==> config.mk <==
export PLATFORM = sky130hd
export DESIGN_NAME = utf8_decode_transliterate_top
export DESIGN_NICKNAME = d
export VERILOG_FILES = /design/src/sv/u8dt_pkg.sv /design/src/sv/utf8_decode_transliterate_top.sv
export SDC_FILE = /design/constraint.sdc
export NUM_CORES = 1
export LEC_CHECK = 0
export ABC_AREA = 1
export BUFFER_PORTS_ARGS = -buffer_cell sky130_fd_sc_hd__buf_2
export CORE_MARGIN = 2
export CORE_UTILIZATION = 42
export DETAILED_ROUTE_END_ITERATION = 8
export HOLD_SLACK_MARGIN = 0.06
export SYNTH_ARGS = -nofsm -noshare
export SYNTH_HDL_FRONTEND = slang
export SYNTH_SLANG_ARGS = --single-unit
==> constraint.sdc <==
create_clock -name clock -period 4.3 [get_ports clock]
set_input_delay 0.215 -clock clock [delete_from_list [all_inputs] [get_ports clock]]
set_output_delay 0.215 -clock clock [all_outputs]
set_load 0.1 [all_outputs]
==> src/sv/u8dt_pkg.sv <==
// Shared types, constants and the transliteration ROM for the UTF-8 decoder.
// No dependencies; imported by utf8_decode_transliterate_top.
package u8dt_pkg;

   localparam int CpWidth = 21;

   // Result queue depth; the top level's count and ready threshold assume three
   localparam int QDepth = 3;

   localparam logic [CpWidth-1:0] SubstCp     = 21'h00FFFD;
   localparam logic [7:0]         LeadMin     = 8'hC2;
   localparam logic [7:0]         LeadMax     = 8'hF4;
   localparam logic [7:0]         Lead3Min    = 8'hE0;
   localparam logic [7:0]         Lead4Min    = 8'hF0;
   localparam logic [7:0]         AsciiLimit  = 8'h80;
   localparam logic [1:0]         ContTag     = 2'b10;

   // One ROM answer: hit flag, character count, packed characters
   typedef struct packed {
      logic        hit;
      logic [2:0]  len;
      logic [31:0] chars;
   } rom_entry_type;

   // One queued result item
   typedef struct packed {
      logic [CpWidth-1:0] code_point;
      logic               decode_error;
      logic               table_hit;
      logic [2:0]         replacement_length;
      logic [31:0]        replacement_chars;
      logic               last_of_run;
   } rsp_item_type;

   // Build a ROM answer from a right-aligned string literal of n characters;
   // the first character lands in the low byte.
   function automatic rom_entry_type mk_entry(input logic [2:0] n, input logic [31:0] s);
      rom_entry_type e;
      int            k;
      e.hit   = 1'b1;
      e.len   = n;
      e.chars = '0;
      for (int i = 0; i < 4; i++) begin
         k = int'(n) - 1 - i;
         if (k >= 0) begin
            e.chars[8*i +: 8] = s[8*k +: 8];
         end
      end
      return e;
   endfunction

   // Transliteration table lookup
   function automatic rom_entry_type rom_lookup(input logic [CpWidth-1:0] cp);
      rom_entry_type e;
      e = '0;
      case (cp)
         21'h00A0: e = mk_entry(3'd1, " ");
         21'h00A9: e = mk_entry(3'd3, "(c)");
         21'h00AB, 21'h00BB: e = mk_entry(3'd1, "\"");
         21'h00AE: e = mk_entry(3'd3, "(r)");
         21'h00B4: e = mk_entry(3'd1, "'");
         21'h00B7: e = mk_entry(3'd1, ".");
         21'h00C0, 21'h00C1, 21'h00C2, 21'h00C3, 21'h00C4, 21'h00C5:
            e = mk_entry(3'd1, "A");
         21'h00C6: e = mk_entry(3'd2, "AE");
         21'h00C7: e = mk_entry(3'd1, "C");
         21'h00C8, 21'h00C9, 21'h00CA, 21'h00CB: e = mk_entry(3'd1, "E");
         21'h00CC, 21'h00CD, 21'h00CE, 21'h00CF: e = mk_entry(3'd1, "I");
         21'h00D0: e = mk_entry(3'd1, "D");
         21'h00D1: e = mk_entry(3'd1, "N");
         21'h00D2, 21'h00D3, 21'h00D4, 21'h00D5, 21'h00D6, 21'h00D8:
            e = mk_entry(3'd1, "O");
         21'h00D7: e = mk_entry(3'd1, "x");
         21'h00D9, 21'h00DA, 21'h00DB, 21'h00DC: e = mk_entry(3'd1, "U");
         21'h00DD: e = mk_entry(3'd1, "Y");
         21'h00DF: e = mk_entry(3'd2, "ss");
         21'h00E0, 21'h00E1, 21'h00E2, 21'h00E3, 21'h00E4, 21'h00E5:
            e = mk_entry(3'd1, "a");
         21'h00E6: e = mk_entry(3'd2, "ae");
         21'h00E7: e = mk_entry(3'd1, "c");
         21'h00E8, 21'h00E9, 21'h00EA, 21'h00EB: e = mk_entry(3'd1, "e");
         21'h00EC, 21'h00ED, 21'h00EE, 21'h00EF: e = mk_entry(3'd1, "i");
         21'h00F0: e = mk_entry(3'd1, "d");
         21'h00F1: e = mk_entry(3'd1, "n");
         21'h00F2, 21'h00F3, 21'h00F4, 21'h00F5, 21'h00F6, 21'h00F8:
            e = mk_entry(3'd1, "o");
         21'h00F7: e = mk_entry(3'd1, "/");
         21'h00F9, 21'h00FA, 21'h00FB, 21'h00FC: e = mk_entry(3'd1, "u");
         21'h00FD, 21'h00FF: e = mk_entry(3'd1, "y");
         21'h0152: e = mk_entry(3'd2, "OE");
         21'h0153: e = mk_entry(3'd2, "oe");
         21'h0160: e = mk_entry(3'd1, "S");
         21'h0161: e = mk_entry(3'd1, "s");
         21'h017D: e = mk_entry(3'd1, "Z");
         21'h017E: e = mk_entry(3'd1, "z");
         21'h2013: e = mk_entry(3'd1, "-");
         21'h2014: e = mk_entry(3'd2, "--");
         21'h2018, 21'h2019: e = mk_entry(3'd1, "'");
         21'h201A: e = mk_entry(3'd1, ",");
         21'h201C, 21'h201D, 21'h201E: e = mk_entry(3'd1, "\"");
         21'h2020: e = mk_entry(3'd1, "+");
         21'h2022: e = mk_entry(3'd1, "*");
         21'h2026: e = mk_entry(3'd3, "...");
         21'h2039: e = mk_entry(3'd1, "<");
         21'h203A: e = mk_entry(3'd1, ">");
         21'h20AC: e = mk_entry(3'd3, "EUR");
         21'h2122: e = mk_entry(3'd4, "(tm)");
         default:  e = '0;
      endcase
      return e;
   endfunction

endpackage

==> src/sv/utf8_decode_transliterate_top.sv <==
// UTF-8 decoder with ASCII transliteration: byte stream in, code points out.
// Depends on u8dt_pkg for the result type, constants and the transliteration ROM.
//
//  channel | dir | tdata                | tuser                        | tlast
//  req_    | in  | [7:0] byte_value     | -                            | last_byte
//  rsp_    | out | [20:0] code_point,   | [0] decode_error,            | last_of_run
//          |     | [23:21] repl_length, | [1] table_hit                |
//          |     | [55:24] repl_chars   |                              |
//
// One byte is accepted per cycle while req_tready is high; decode and ROM match
// sit between the byte input and a three-entry result queue. A byte gives 0, 1
// or 2 results and the result port drains one per cycle while rsp_tready is high.
// req_tready is high while the queue holds at most one result.
// Synchronous active-high reset clears the decoder state and empties the queue.
// A stalled result port fills the queue and then holds off further bytes.
module utf8_decode_transliterate_top
   import u8dt_pkg::*;
(
   input  logic        clock,
   input  logic        reset,
   input  logic        req_tvalid,
   output logic        req_tready,
   input  logic [7:0]  req_tdata,    // [7:0] byte_value
   input  logic        req_tlast,    // last_byte
   output logic        rsp_tvalid,
   input  logic        rsp_tready,
   output logic [55:0] rsp_tdata,    // [20:0] code_point, [23:21] replacement_length,
                                     // [55:24] replacement_chars
   output logic [1:0]  rsp_tuser,    // [0] decode_error, [1] table_hit
   output logic        rsp_tlast     // last_of_run
);

   logic [CpWidth-1:0] part_ff, part_in;
   logic [1:0]         need_ff, need_in;
   rsp_item_type       q_ff [QDepth];
   rsp_item_type       q_in [QDepth];
   logic [1:0]         cnt_ff, cnt_in;

   logic               req_fire, rsp_fire;
   logic [7:0]         b;
   logic               pend, cont, lead_ok;
   logic [CpWidth-1:0] data_cp;
   logic [2:0]         ev_v, ev_e;
   logic [1:0]         n_res, cnt_p;
   logic               k0_err, k1_err;
   rom_entry_type      rom_e;
   rsp_item_type       s0, s1, err_item, data_item;

   assign req_fire = req_tvalid && req_tready;
   assign rsp_fire = rsp_tvalid && rsp_tready;
   assign b        = req_tdata;
   assign pend     = (need_ff != 2'd0);
   assign cont     = (b[7:6] == ContTag);
   assign lead_ok  = (b >= LeadMin) && (b <= LeadMax);

   // Decode one byte: three ordered events (continuation, lead, truncation)
   always_comb begin
      part_in = part_ff;
      need_in = need_ff;
      data_cp = {{(CpWidth-8){1'b0}}, b};
      ev_v    = '0;
      ev_e    = '0;
      // continuation or broken sequence
      if (pend) begin
         if (cont) begin
            part_in = {part_ff[CpWidth-7:0], b[5:0]};
            need_in = need_ff - 2'd1;
            if (need_in == 2'd0) begin
               ev_v[0] = 1'b1;
               data_cp = part_in;
               part_in = '0;
            end
         end else begin
            ev_v[0] = 1'b1;
            ev_e[0] = 1'b1;
            need_in = 2'd0;
            part_in = '0;
         end
      end
      // lead byte
      if (!pend || !cont) begin
         if (b < AsciiLimit) begin
            ev_v[1] = 1'b1;
         end else if (!lead_ok) begin
            ev_v[1] = 1'b1;
            ev_e[1] = 1'b1;
         end else if (b < Lead3Min) begin
            part_in = {{(CpWidth-5){1'b0}}, b[4:0]};
            need_in = 2'd1;
         end else if (b < Lead4Min) begin
            part_in = {{(CpWidth-4){1'b0}}, b[3:0]};
            need_in = 2'd2;
         end else begin
            part_in = {{(CpWidth-3){1'b0}}, b[2:0]};
            need_in = 2'd3;
         end
      end
      // truncated sequence at end of text
      if (req_tlast && (need_in != 2'd0)) begin
         ev_v[2] = 1'b1;
         ev_e[2] = 1'b1;
         need_in = 2'd0;
         part_in = '0;
      end
   end

   // Pick the first and second present events
   always_comb begin
      n_res  = 2'(ev_v[0]) + 2'(ev_v[1]) + 2'(ev_v[2]);
      k0_err = ev_v[0] ? ev_e[0] : (ev_v[1] ? ev_e[1] : ev_e[2]);
      k1_err = ev_v[0] ? (ev_v[1] ? ev_e[1] : ev_e[2]) : ev_e[2];
   end

   // Build result items; only a data result goes through the ROM
   always_comb begin
      rom_e = rom_lookup(data_cp);
      err_item.code_point         = SubstCp;
      err_item.decode_error       = 1'b1;
      err_item.table_hit          = 1'b0;
      err_item.replacement_length = 3'd0;
      err_item.replacement_chars  = '0;
      err_item.last_of_run        = 1'b0;
      data_item.code_point         = data_cp;
      data_item.decode_error       = 1'b0;
      data_item.table_hit          = rom_e.hit;
      data_item.replacement_length = rom_e.len;
      data_item.replacement_chars  = rom_e.chars;
      data_item.last_of_run        = 1'b0;
      s0 = k0_err ? err_item : data_item;
      s1 = k1_err ? err_item : data_item;
      s0.last_of_run = (n_res == 2'd1);
      s1.last_of_run = 1'b1;
   end

   // Queue update: pop from the head, push up to two behind what remains
   always_comb begin
      cnt_p = cnt_ff - 2'(rsp_fire);
      for (int i = 0; i < QDepth; i++) begin
         if (rsp_fire && (i < QDepth - 1)) begin
            q_in[i] = q_ff[i+1];
         end else begin
            q_in[i] = q_ff[i];
         end
         if (req_fire && (n_res != 2'd0) && (2'(i) == cnt_p)) begin
            q_in[i] = s0;
         end
         if (req_fire && (n_res == 2'd2) && (2'(i) == cnt_p + 2'd1)) begin
            q_in[i] = s1;
         end
      end
      cnt_in = req_fire ? cnt_p + n_res : cnt_p;
   end

   // Control state
   always_ff @(posedge clock) begin
      if (reset) begin
         part_ff <= '0;
         need_ff <= '0;
         cnt_ff  <= '0;
      end else begin
         cnt_ff <= cnt_in;
         if (req_fire) begin
            part_ff <= part_in;
            need_ff <= need_in;
         end
      end
   end

   // Result payload
   always_ff @(posedge clock) begin
      for (int i = 0; i < QDepth; i++) begin
         q_ff[i] <= q_in[i];
      end
   end

   assign req_tready = (cnt_ff <= 2'd1);
   assign rsp_tvalid = (cnt_ff != 2'd0);
   assign rsp_tdata  = {q_ff[0].replacement_chars, q_ff[0].replacement_length,
                        q_ff[0].code_point};
   assign rsp_tuser  = {q_ff[0].table_hit, q_ff[0].decode_error};
   assign rsp_tlast  = q_ff[0].last_of_run;

   // No sequence stays open past the end of the text
   a_trunc_clears: assert property (@(posedge clock) disable iff (reset)
      req_fire && req_tlast |=> need_ff == 2'd0)
      else $error("sequence pending after last byte");

   // Partial value is zero whenever nothing is pending
   a_part_idle: assert property (@(posedge clock) disable iff (reset)
      need_ff == 2'd0 |-> part_ff == '0)
      else $error("stale partial value");

   // Error results carry the substitute and no replacement
   a_err_item: assert property (@(posedge clock) disable iff (reset)
      rsp_tvalid && rsp_tuser[0] |-> rsp_tdata[20:0] == SubstCp && !rsp_tuser[1])
      else $error("malformed error item");

   // Hit flag agrees with replacement length
   a_hit_len: assert property (@(posedge clock) disable iff (reset)
      rsp_tvalid |-> rsp_tuser[1] == (rsp_tdata[23:21] != 3'd0))
      else $error("hit flag and length disagree");

endmodule
## Word level (Yosys, flattened, before mapping)

Memories as Yosys holds them, arrays and structs flattened.
Index checks and enable logic that the tools add are counted.

- Flip-flop bits (word level): 25
- RAM bits: 177
- Input bits: 13
- Output and inout bits: 61
- Logic and storage cells: 194
- Memories: 1

Memories:

| memory | depth | width | rd ports | clocked after Yosys merged registers in | wr ports | RTL line | text |
|---|---|---|---|---|---|---|---|
| q_ff | 3 | 59 | 3 | 0 | 3 | utf8_decode_transliterate_top.sv:35 | `rsp_item_type q_ff [QDepth];` |

- $add $sub $neg: 6
- Magnitude comparators: 6
- Eq/ne operators: 97
- Mux-type cells: 46
- Reductions and logical operators: 35

Operators by type and width:

| kind | count |
|---|---|
| case mux 36 bit (45 select lines) | 1 |
| equality test 21 x 8 -> 1 bit (second input constant) | 69 |
| two-way mux 59 bit | 10 |
| equality test 21 x 14 -> 1 bit (second input constant) | 15 |
| two-way mux 21 bit | 10 |
| equality test 21 x 9 -> 1 bit (second input constant) | 6 |
| < comparator 8 bit (second input constant) | 3 |
| OR reduction 4 bit | 6 |
| OR reduction 6 bit | 4 |
| two-way mux 2 bit | 8 |
| two-way mux 1 bit | 15 |
| logical AND 1 bit | 12 |
| greater-or-equal comparator 8 bit (second input constant) | 1 |
| <= comparator 8 bit (second input constant) | 1 |
| nonzero test 2 bit | 4 |
| zero test 2 bit | 3 |
| two-way mux 5 bit | 1 |
| OR reduction 5 bit | 1 |
| equality test 1 x 2 -> 1 bit (first input constant) | 2 |
| equality test 2 bit (first input constant) | 2 |
| equality test 2 bit (second input constant) | 2 |
| two-way mux 4 bit | 1 |
| OR reduction 3 bit | 1 |
| adder 1 x 1 -> 2 bit | 1 |
| other kinds (10) | 11 |

## Logic depth before layout (Yosys ltp)

Gate-level depths: netlist of run 1.

- Depth after elaboration: 15
- Mapped depth: 22

## Worst setup path before layout of run 1

Ideal clock, no wire load.

- Path kind: reg2reg
- Start: register, netlist name cnt_ff[1]
- End: memory q_ff[0][10] in the netlist's numbering (enable)
- Library setup time: 0.404 ns
- Arrival time: 4.644 ns
- Required time: 3.896 ns
- Setup slack: -0.748 ns
- Cell stages (with the launch flop): 14
- Clock period less this slack: 5.048 ns
- Path through: dfxtp_1 -> inv_1 -> nand2_1 -> nand2_1 -> inv_1 -> ha_1 -> or2_2 -> nand2_1 -> inv_1 -> nor3_1 -> clkbuf_1 -> clkbuf_1 -> nor2_1 -> nand2_1

RTL lines:

| what | RTL line |
|---|---|
| end, declared | utf8_decode_transliterate_top.sv:35 |

==> results of run 1 <==
==> sequential cells by signal (all words and copies together), names as in the netlist <==
name,count
q_ff,141
part_ff,15
need_ff,2
cnt_ff,2
==> final cells by class <==
| type | instances | area (um^2) |
|---|---|---|
| fill | 2667 | 14100 |
| multi-input combinational | 1119 | 5290 |
| sequential | 160 | 4580 |
| timing repair buffer | 88 | 536 |
| inverter | 121 | 470 |
| clock buffer | 17 | 425 |
| tap | 335 | 419 |
| clock inverter | 15 | 163 |
==> per-layer routing <==
layer	GRT usage	up-vias	routed length (um)
li1	-	4891	-
met1	0.353	4594	15800
met2	0.337	404	13600
met3	0.0430	47	2430
met4	0.0641	0	696
met5	0	-	0
==> kinds of logic after synthesis <==
kind of cell | Yosys count
buffers and inverters | 247
adder cells (fa/ha/maj) | 5
flip-flops | 160
AO/OA/AOI/OAI | 194
other | 1
AND/OR/NAND/NOR | 912
==> critical path: stages, from the launching register on <==
cell	delay (ns)
dfxtp_1	0.34
inv_1	0.10
ha_1	0.46
nor2_2	0.09
buf_4	0.24
nand3_1	0.24
nand2_2	0.10
nor2_4	0.49
nand2_2	0.16
nor2_4	0.31
o211ai_1	0.27
nand3_1	0.17
nor2_2	0.06
nand3_4	0.16
nand3_4	0.35
a21oi_1	0.27
==> through the flow <==
step | hold WS (ns) | setup slack [ns] | instance area (um^2) | power [uW] | util
floorplan | 0.411 | 0.326 | 11200 | 6140 | -
global placement | 0.463 | 0.475 | 11300 | 6530 | 0.435
detailed placement | 0.478 | 0.403 | 11300 | 6550 | 0.435
CTS | 0.130 | 0.371 | 11900 | 8060 | 0.457
global route | 0.161 | 0.00325 | 11900 | 8430 | 0.457
finish | 0.133 | 0.291 | 11900 | 8030 | 0.457
==> synth_stat cells (all sizes together), types with 2 or more instances <==
library cell	n	area [um^2]
nand2	540	2100
nor2	199	877
edfxtp	138	4140
nand3	129	716
inv	120	463
o21ai	109	576
buf	89	693
a21oi	54	345
clkbuf	37	139
nand4	26	163
dfxtp	22	440
nor3	14	75.1
o211ai	7	91.3
o22ai	7	43.8
a22oi	5	37.5
ha	4	50.1
a31oi	2	12.5
o2111ai	2	17.5
o221ai	2	17.5
==> power by group <==
group	switching (uW)	leakage (uW)	internal [uW]
registers	130	0.00148	2460
clock network	732	0.000291	781
logic	3240	0.00350	681
==> worst min-delay path by stage <==
stage                            start      endpoint  slack [ns]
after floorplan              req_tlast    need_ff[0]        0.41
after global placement    q_ff[0][118]  q_ff[0][118]        0.46
after detailed placement  q_ff[0][118]  q_ff[0][118]        0.48
after CTS                    req_tlast    need_ff[1]        0.13
after global routing         req_tlast    need_ff[1]        0.16
final                        req_tlast    need_ff[1]        0.13
==> impl_metrics.csv, run 1 <==
group,metric,value,unit
global_routing,number_of_antenna_violations_at_the_first_check_in_global_routing,0,
pwr,worst_ir_drop_vdd,0.906,mV
finish,final_cells,1855,
drt,drt_pass1_iterations,6,
clocking,total_clock_buffers_created_by_cts,17,
pwr,p_per_area,675,nW/um^2
clocking,cts-hold-fix-buffers,0,
placed_design,dp.cells,1823,
worst_setup_path,worst_r2r_path_depth,15,
logic_synthesis,synth-async-reset-ratio,0,
die,floorplan.die_area,27800,um^2
min_path,hold_path_depth,4,
finish,antenna-diode-count,0,
timing,fin_tns_setup,0,ns
timing,layout_worst_path_cycle_share,0.932,
status,outcome,"complete, no violations",
logic_synthesis,ys.flop_type,"edfxtp_1",
placed_design,post-dp-hpwl,23600,um
worst_setup_path,timing.setup.critical_path_class,"reg2reg",
logic_synthesis,synth_simple_gate_area_share,0.356,
logic_synthesis,synth_compound_gate_area_share,0.108,
clocking,post_cts_buffers,0,
die,die_x,167,um
clocking,worst_skew_pair.late_latency,0.44,ns
logic_synthesis,synthXorXnorAreaFrac,0,
finish,layout.cells.most_common,"nand2_1",
placed_design,numPortBuffers,65,
worst_setup_path,reg2reg_setup_slack,0.29,ns
worst_setup_path,cp.required,4.57,ns
pwr,power.leakage,0.00528,uW
logic_synthesis,synth_area,11100,um^2
clocking,postCtsResizedCells,0,
drt,detail-route-antenna-nets,0,
logic_synthesis,number_of_enable_flip_flop_cells_after_synthesis,138,
global_routing,grt-ovfl-total,0,
worst_setup_path,startpoint_of_the_lowest_slack_register_to_register_path,"need_ff[0]",
logic_synthesis,main_combinational_cell_family_by_area_after_synthesis,"simple AND/OR/NAND/NOR gates",
finish,area_growth_syn_to_layout,6.98,%
worst_setup_path,timing.critical_path.fanout_max,24,
timing,slew_at_the_pin_closest_to_its_max_slew_limit,0.973,ns
die,initial_utilization,0.428,
global_routing,grt_start_max_net_pins,54,
clocking,tritoncts,"done",
worst_setup_path,worst_setup_path_end_kind,"flip-flop",
clocking,cts_clock_pin_slew_for_the_worst_setup_and_hold_paths,0.08,ns
logic_synthesis,ys_seq_elements,160,
logic_synthesis,cell_count_after_synthesis,1519,
placed_design,finalWeightedCongestion,0.946,
timing,grt_setup_unrepaired,"no",
global_routing,all_layer_global_routing_usage,0.232,
drt,via_per_inst,5.36,
timing,final.min_clock_period,4.01,ns
worst_setup_path,timing.critical_path.arrival,4.28,ns
finish,layout_common_cells,"nand2_1 (520), nor2_1 (176), edfxtp_1 (138)",
clocking,max-clock-path-buffers,2,
timing,clock.fmax,0.249,GHz
die,die-height,167,um
clocking,htree_num_levels,4,
worst_setup_path,cp-endpoint,"q_ff[0][120]",
logic_synthesis,synth_adder_area_share,0.00631,
worst_setup_path,worst_setup_path_start_kind,"flip-flop",
die,placement_rows,59,
drt,remaining_drc_errors,0,
timing,clock-skew-final,0.0154,ns
timing,finalMaxSlewViolations,0,
job,cap_viol_max_count,0,
global_routing,first_global_vias,9062,
drt,number_of_design_rule_violations_left_by_the_first_detailed_router_iteration,1048,
logic_synthesis,synth.lib_cells_used.distinct,52,
die,number_of_i_o_pins,74,
drt,routed_wl,32500,um
clocking,clk_tree_root_cell,"clkbuf_16",
drt,vias,9936,
logic_synthesis,proportion_of_synthesized_chip_area_in_sequential_cells,0.413,
worst_setup_path,cp-startpoint,"need_ff[0]",
logic_synthesis,total_of_warnings_raised_by_yosys,0,
timing,finalHoldViolations,0,
min_path,worst_hold_path_type,"in2reg",
logic_synthesis,post_synth.cell_area_avg,7.32,um^2
global_routing,grt_pass1_wl,51300,um
timing,slew_headroom,0.343,
logic_synthesis,yosys-mux-area-fraction,0,
clocking,clkSinkCount,160,
finish,fraction_of_final_layout_cells_sized_beyond_drive_strength_1,0.147,
drt,post_drt_wl_per_cell,17.5,um
timing,finalSetupViolations,0,
die,coreArea,26000,um^2
worst_setup_path,worstReg2RegEnd,"q_ff[0][120]",
finish,net_count_of_the_finished_layout,1525,
(Power assumes the default switching activity.)
==> inputs of run 2 (changes only) <==
Clock period 4.3 ns to 5.2 ns, I/O delays scaled along.
==> run 2 against run 1 <==
  * Count of clock-buffer cells in the layout is the same
  * First-iteration DRC count is 5.3% higher
  * Register-to-register slack improved by 0.78 ns
  * Global-route usage is 0.39 points lower
  * Sequential share of layout area increased by 0.33 points
  * Core utilization shrank 0.39 points
  * Maximum frequency fell by 3.0%
  * Power shrank 18%
  * Via count shrank 0.45%
  * Clock power shrank 17%
  * Critical path type unchanged
==> impl_metrics.csv, run 2 (synthesis results as in run 1) <==
group,metric,value,unit
global_routing,first_global_vias,8689,
worst_setup_path,timing.setup.critical_path_class,"reg2reg",
timing,layout_worst_path_cycle_share,0.795,
timing,clock-skew-final,0.0108,ns
clocking,cts-hold-fix-buffers,0,
clocking,post_cts_buffers,0,
worst_setup_path,worst_setup_path_start_kind,"flip-flop",
die,number_of_i_o_pins,74,
drt,via_per_inst,5.36,
min_path,worst_hold_path_type,"in2reg",
pwr,power.leakage,0.00523,uW
worst_setup_path,timing.critical_path.max_delay_family,"simple AND/OR/NAND/NOR gates",
pwr,worst_ir_drop_vdd,0.685,mV
worst_setup_path,path_buf_inv,6,
finish,layout.core_utilization,0.454,
worst_setup_path,worst_setup_path_end_kind,"flip-flop",
drt,drt_pass1_iterations,6,
drt,post_drt_wl_per_cell,17.5,um
clocking,tritoncts,"done",
clocking,clk_tree_root_cell,"clkbuf_16",
timing,fin_tns_setup,0,ns
die,initial_utilization,0.428,
timing,slew_at_the_pin_closest_to_its_max_slew_limit,1.10,ns
global_routing,number_of_antenna_violations_at_the_first_check_in_global_routing,0,
drt,number_of_design_rule_violations_left_by_the_first_detailed_router_iteration,1104,
drt,vias,9891,
clocking,worst_skew_pair.late_latency,0.43,ns
die,placement_rows,59,
placed_design,post-dp-hpwl,23100,um
timing,hold_slack,0.192,ns
die,die-height,167,um
global_routing,all_layer_global_routing_usage,0.228,
worst_setup_path,crit_chain,"inv_1, ha_1, nor2_2, nand2_1, nand2_1, o21ai_0, nand2_1, nand2_1, inv_2, o21ai_4, fa_1, inv_1, nor3_1, inv_1, nor3_2, inv_1, buf_4, nor2_4, a31oi_1",
finish,max_flop_register,"q_ff",
timing,grt_setup_unrepaired,"no",
global_routing,grt-ovfl-total,0,
timing,slew_headroom,0.267,
worst_setup_path,critical_path.slowest_cell,"fa_1",
timing,finalSetupViolations,0,
clocking,clkSinkCount,160,
placed_design,place_worst_setup_slack,1.11,ns
finish,layout_common_cells,"nand2_1 (521), nor2_1 (176), edfxtp_1 (138)",
worst_setup_path,timing.critical_path.fanout_max,28,
placed_design,numPortBuffers,65,
clocking,htree_num_levels,4,
timing,finalMaxSlewViolations,0,
status,outcome,"complete, no violations",
pwr,p_per_area,561,nW/um^2
finish,fraction_of_final_layout_cells_sized_beyond_drive_strength_1,0.141,
clocking,total_clock_buffers_created_by_cts,17,
timing,final.min_clock_period,4.13,ns
worst_setup_path,critPathMaxStageDelay,0.56,ns
die,floorplan.die_area,27800,um^2
timing,finalHoldViolations,0,
drt,detail-route-antenna-nets,0,
clocking,cts_clock_pin_slew_for_the_worst_setup_and_hold_paths,0.07,ns
finish,antenna-diode-count,0,
die,coreArea,26000,um^2
worst_setup_path,cp.required,5.36,ns
finish,net_count_of_the_finished_layout,1517,
drt,routed_wl,32300,um
finish,layout.cells.most_common,"nand2_1",
job,cap_viol_max_count,0,
global_routing,grt_start_max_net_pins,54,
clocking,postCtsResizedCells,0,
worst_setup_path,timing.critical_path.arrival,4.29,ns
finish,layout_top_registers,"q_ff x141, part_ff x15",
timing,crit_path_setup_slack_layout,1.07,ns
clocking,max-clock-path-buffers,2,
global_routing,grt_pass1_wl,50400,um
placed_design,finalWeightedCongestion,0.942,
timing,clock.fmax,0.242,GHz
finish,area_growth_syn_to_layout,6.07,%
drt,remaining_drc_errors,0,
finish,largest_reg_flops,141,
die,die_x,167,um
run 2: cell types whose count changed in the layout (fill, tap and decap cells not counted), sizes merged:
cell / change
inv: -1
clkinv: +2
buf: -8
clkinvlp: -1
run 2: area by class of cell:
class,instances,area (um^2)
Clock buffer,17,425
Clock inverter,15,165
Fill cell,2609,14200
Inverter,121,467
Multi-Input combinational cell,1119,5290
Sequential cell,160,4580
Tap cell,335,419
Timing Repair Buffer,80,438
run 2: worst reg2reg max path, delay by kind of cell (launching register included):
kind                     cells  cell delay, ns
AND/OR/NAND/NOR              8            1.27
buffers and inverters        6            1.05
adder cells (fa/ha/maj)      2            0.91
flip-flops                   1            0.37
AO/OA/AOI/OAI                3            0.26
run 2: final timing paths:
check	startpoint	to	slack, ns	depth (start not counted)
hold / removal	req_tlast	need_ff[0]	0.19	4
hold reg to reg	q_ff[0][118]	q_ff[0][118]	0.49	2
setup / recovery	need_ff[0]	q_ff[0][37]	1.07	19
setup reg to reg	need_ff[0]	q_ff[0][37]	1.07	19
run 2: metal layers:
layer	vias to the layer above	global-route usage	part of all wire
li1	4881	-	-
met1	4539	0.357	0.49
met2	444	0.329	0.42
met3	27	0.0413	0.084
met4	0	0.0461	0.012
met5	-	0	0
run 2: power breakdown:
group	leakage [uW]	internal (uW)	total, uW	switching (uW)
registers	0.00148	2040	2150	108
logic	0.00345	513	3200	2690
clock network	0.000290	645	1260	616
run 2: stage by stage:
stage	power (uW)	instance area, um^2	std cells
5_1_grt	6920	11800	1847
4_1_cts	6630	11800	1847
3_3_place_gp	5350	11200	1815
2_1_floorplan	5080	11100	1526
3_5_place_dp	5380	11200	1815
6_report	6610	11800	1847
==> inputs of run 3 (changes only) <==
Settings changed: ABC_AREA 1 to 0.
Clock period 5.2 ns to 4 ns, I/O delays scaled along.
==> run 3 against run 2 <==
  * Synthesized cell count decreased by 42%
  * Register-to-register slack got worse by 0.75 ns
  * Clock power increased by 33%
  * Combinational power increased by 14%
  * Hold slack got worse by 0.047 ns
  * First-iteration DRC count decreased by 45%
  * Critical path depth decreased by 8
  * Wire length decreased by 36%
  * Die area decreased by 21%
  * Worst setup slack got worse by 0.75 ns
  * Synthesized area decreased by 22%
  * Largest power group unchanged
  * Highest routed layer unchanged
==> impl_metrics.csv, run 3 <==
group,metric,value,unit
finish,area_growth_syn_to_layout,10.5,%
global_routing,grt_start_max_net_pins,47,
logic_synthesis,post_synth.cell_area_avg,9.91,um^2
min_path,worst_hold_path_type,"in2reg",
global_routing,grt_pass1_wl,32600,um
drt,via_per_inst,5.50,
finish,fill_cells,1923,
worst_setup_path,timing.critical_path.arrival,3.83,ns
finish,fraction_of_final_layout_cells_sized_beyond_drive_strength_1,0.187,
pwr,power.leakage,0.00355,uW
die,number_of_i_o_pins,74,
placed_design,post-dp-hpwl,14100,um
clocking,post_cts_buffers,0,
finish,max_flop_register,"q_ff",
clocking,total_clock_buffers_created_by_cts,17,
logic_synthesis,proportion_of_synthesized_chip_area_in_sequential_cells,0.526,
global_routing,number_of_antenna_violations_at_the_first_check_in_global_routing,0,
die,die-height,148,um
worst_setup_path,cp.required,4.15,ns
worst_setup_path,worst_setup_path_start_kind,"flip-flop",
worst_setup_path,timing.critical_path.fanout_max,21,
logic_synthesis,ys_seq_elements,160,
die,die_x,148,um
finish,largest_reg_flops,141,
logic_synthesis,synth-async-reset-ratio,0,
logic_synthesis,ys.flop_type,"edfxtp_1",
timing,grt_setup_unrepaired,"no",
timing,slew_headroom,0.522,
worst_setup_path,worstReg2RegEnd,"q_ff[0][1]",
die,floorplan.die_area,21900,um^2
die,coreArea,20300,um^2
min_path,holdCritStartpoint,"req_tlast",
drt,vias,6454,
worst_setup_path,startpoint_of_the_lowest_slack_register_to_register_path,"need_ff[0]",
placed_design,finalWeightedCongestion,1.02,
logic_synthesis,cell_count_after_synthesis,879,
clocking,clkSinkCount,160,
drt,number_of_design_rule_violations_left_by_the_first_detailed_router_iteration,603,
drt,remaining_drc_errors,0,
timing,crit_path_setup_slack_layout,0.321,ns
finish,layout_top_registers,"q_ff x141, part_ff x15",
finish,net_count_of_the_finished_layout,909,
clocking,max-clock-path-buffers,2,
job,cap_viol_max_count,0,
drt,detail-route-antenna-nets,0,
timing,hold_slack,0.145,ns
finish,layout.area.seq,4590,um^2
pwr,worst_ir_drop_vdd,0.461,mV
die,placement_rows,52,
worst_setup_path,reg2reg_setup_slack,0.32,ns
min_path,end_point_of_the_most_critical_hold_path,"need_ff[1]",
die,initial_utilization,0.429,
logic_synthesis,yosys-top-cells-area,"edfxtp_1 (48%), nand2_1 (5.7%), buf_4 (5.3%)",
placed_design,numPortBuffers,65,
logic_synthesis,synth_cell_count_leaders,"edfxtp_1 (138), nand2_1 (133), nor2_1 (99)",
logic_synthesis,total_of_warnings_raised_by_yosys,0,
timing,clock.fmax,0.272,GHz
logic_synthesis,synth.lib_cells_used.distinct,84,
status,outcome,"complete, no violations",
timing,finalSetupViolations,0,
logic_synthesis,yosysTopAreaCell,"edfxtp_1",
logic_synthesis,synth_area,8710,um^2
finish,antenna-diode-count,0,
logic_synthesis,number_of_enable_flip_flop_cells_after_synthesis,138,
logic_synthesis,synth_top_cell_area_share,0.476,
timing,finalMaxSlewViolations,0,
clocking,htree_num_levels,4,
finish,layout.cells.most_common,"edfxtp_1",
pwr,p_per_area,834,nW/um^2
timing,finalHoldViolations,0,
drt,drt_pass1_iterations,7,
worst_setup_path,worst_r2r_path_depth,11,
timing,layout_worst_path_cycle_share,0.920,
drt,routed_wl,20600,um
worst_setup_path,timing.setup.critical_path_class,"reg2reg",
placed_design,place_worst_setup_slack,-0.0387,ns
worst_setup_path,worst_setup_path_end_kind,"flip-flop",
clocking,worst_skew_pair.late_latency,0.44,ns
min_path,hold_path_depth,4,
timing,slew_at_the_pin_closest_to_its_max_slew_limit,0.717,ns
drt,post_drt_wl_per_cell,17.5,um
finish,layout_common_cells,"edfxtp_1 (138), nand2_1 (129), nor2_1 (98)",
global_routing,grt-ovfl-total,0,
global_routing,all_layer_global_routing_usage,0.190,
clocking,cts_clock_pin_slew_for_the_worst_setup_and_hold_paths,0.07,ns
clocking,tritoncts,"done",
timing,clock-skew-final,0.0241,ns
clocking,clk_tree_root_cell,"clkbuf_16",
finish,multi_input_comb_area,3390,um^2
timing,final.min_clock_period,3.68,ns
global_routing,first_global_vias,5910,
logic_synthesis,synthMostInstantiatedCell,"edfxtp_1",
run 3: changes by cell type in the layout (fill, tap and decap cells not counted), sizes merged, moves of 15 or more:
cell and delta:
nand2 -407, inv -105, nand3 -105, nor2 -99, o21ai -16, a22o +15
run 3: how the worst max path moves through the flow:
stage,startpoint,end,slack (ns),depth (start not counted)
floorplan,need_ff[1],q_ff[0][10],-0.10,15
global placement,need_ff[0],q_ff[0][35],0.11,12
detailed placement,need_ff[0],q_ff[0][21],-0.04,12
CTS,need_ff[0],q_ff[0][48],0.20,12
global route,need_ff[0],q_ff[0][160],0.07,16
finish,need_ff[0],q_ff[0][1],0.32,11
run 3: per-layer routing:
layer,part of all wire,wire length (um),track usage,vias to the layer above
met4,0.018,380,0.0671,0
met5,0,0,0,-
met2,0.44,9060,0.281,237
met1,0.48,9830,0.277,3047
li1,-,-,-,3143
met3,0.063,1300,0.0398,27
run 3: timing repair:
item	4_1_cts	5_1_grt
cloned	0	1
hold buffers	1	0
endpoints found under the setup margin	8	99
gates resized for setup	1	4
hold endpoints to repair	5	0
run 3: final cells by class:
type | instances | share of cell area
clock inverter | 15 | 0.0187
clock buffer | 17 | 0.0442
tap | 270 | 0.0351
timing repair buffer | 96 | 0.0644
multi-input combinational | 597 | 0.353
sequential | 160 | 0.477
inverter | 19 | 0.00819
run 3: through the flow:
step | instances | area [um^2] | setup TNS (ns) | util | power, uW
6_report | 1174 | 9620 | 0 | 0.474 | 8020
5_1_grt | 1174 | 9620 | 0 | 0.474 | 8360
3_5_place_dp | 1140 | 8970 | -0.107 | 0.442 | 6360
4_1_cts | 1173 | 9590 | 0 | 0.472 | 8040
3_3_place_gp | 1140 | 8970 | 0 | 0.442 | 6340
2_1_floorplan | 886 | 8750 | -4.65 | - | 6070
run 3: worst max-delay path, cell delays in order (launching register included):
cell      delay (ns)
dfxtp_2         0.38
inv_1           0.09
ha_1            0.31
buf_4           0.21
and4bb_2        0.60
a21oi_4         0.18
a22o_1          0.30
a211oi_2        0.36
nand4_4         0.27
a31oi_4         0.24
buf_4           0.28
o21ai_0         0.14
run 3: cell families (layout without fill, tap and decap cells):
| family | count (synthesis) | after routing | share of synthesized area |
|---|---|---|---|
| adders and majority gates | 5 | 5 | 0.00805 |
| xor gates and xnor gates | 5 | 5 | 0.00503 |
| other | 1 | 8 | 0.000431 |
| muxes | 3 | 3 | 0.00345 |
| buffers and inverters | 129 | 147 | 0.0901 |
| AOI/OAI and AO/OA | 226 | 226 | 0.171 |
| DFF | 160 | 160 | 0.526 |
| and+or+nand+nor | 350 | 350 | 0.196 |
run 3: report_power, final:
group / leakage, uW / internal, uW / switching [uW] / total, uW
clock: 0.000288 / 990 / 681 / 1670
combinational: 0.00177 / 618 / 3040 / 3660
sequential: 0.00149 / 2560 / 132 / 2690
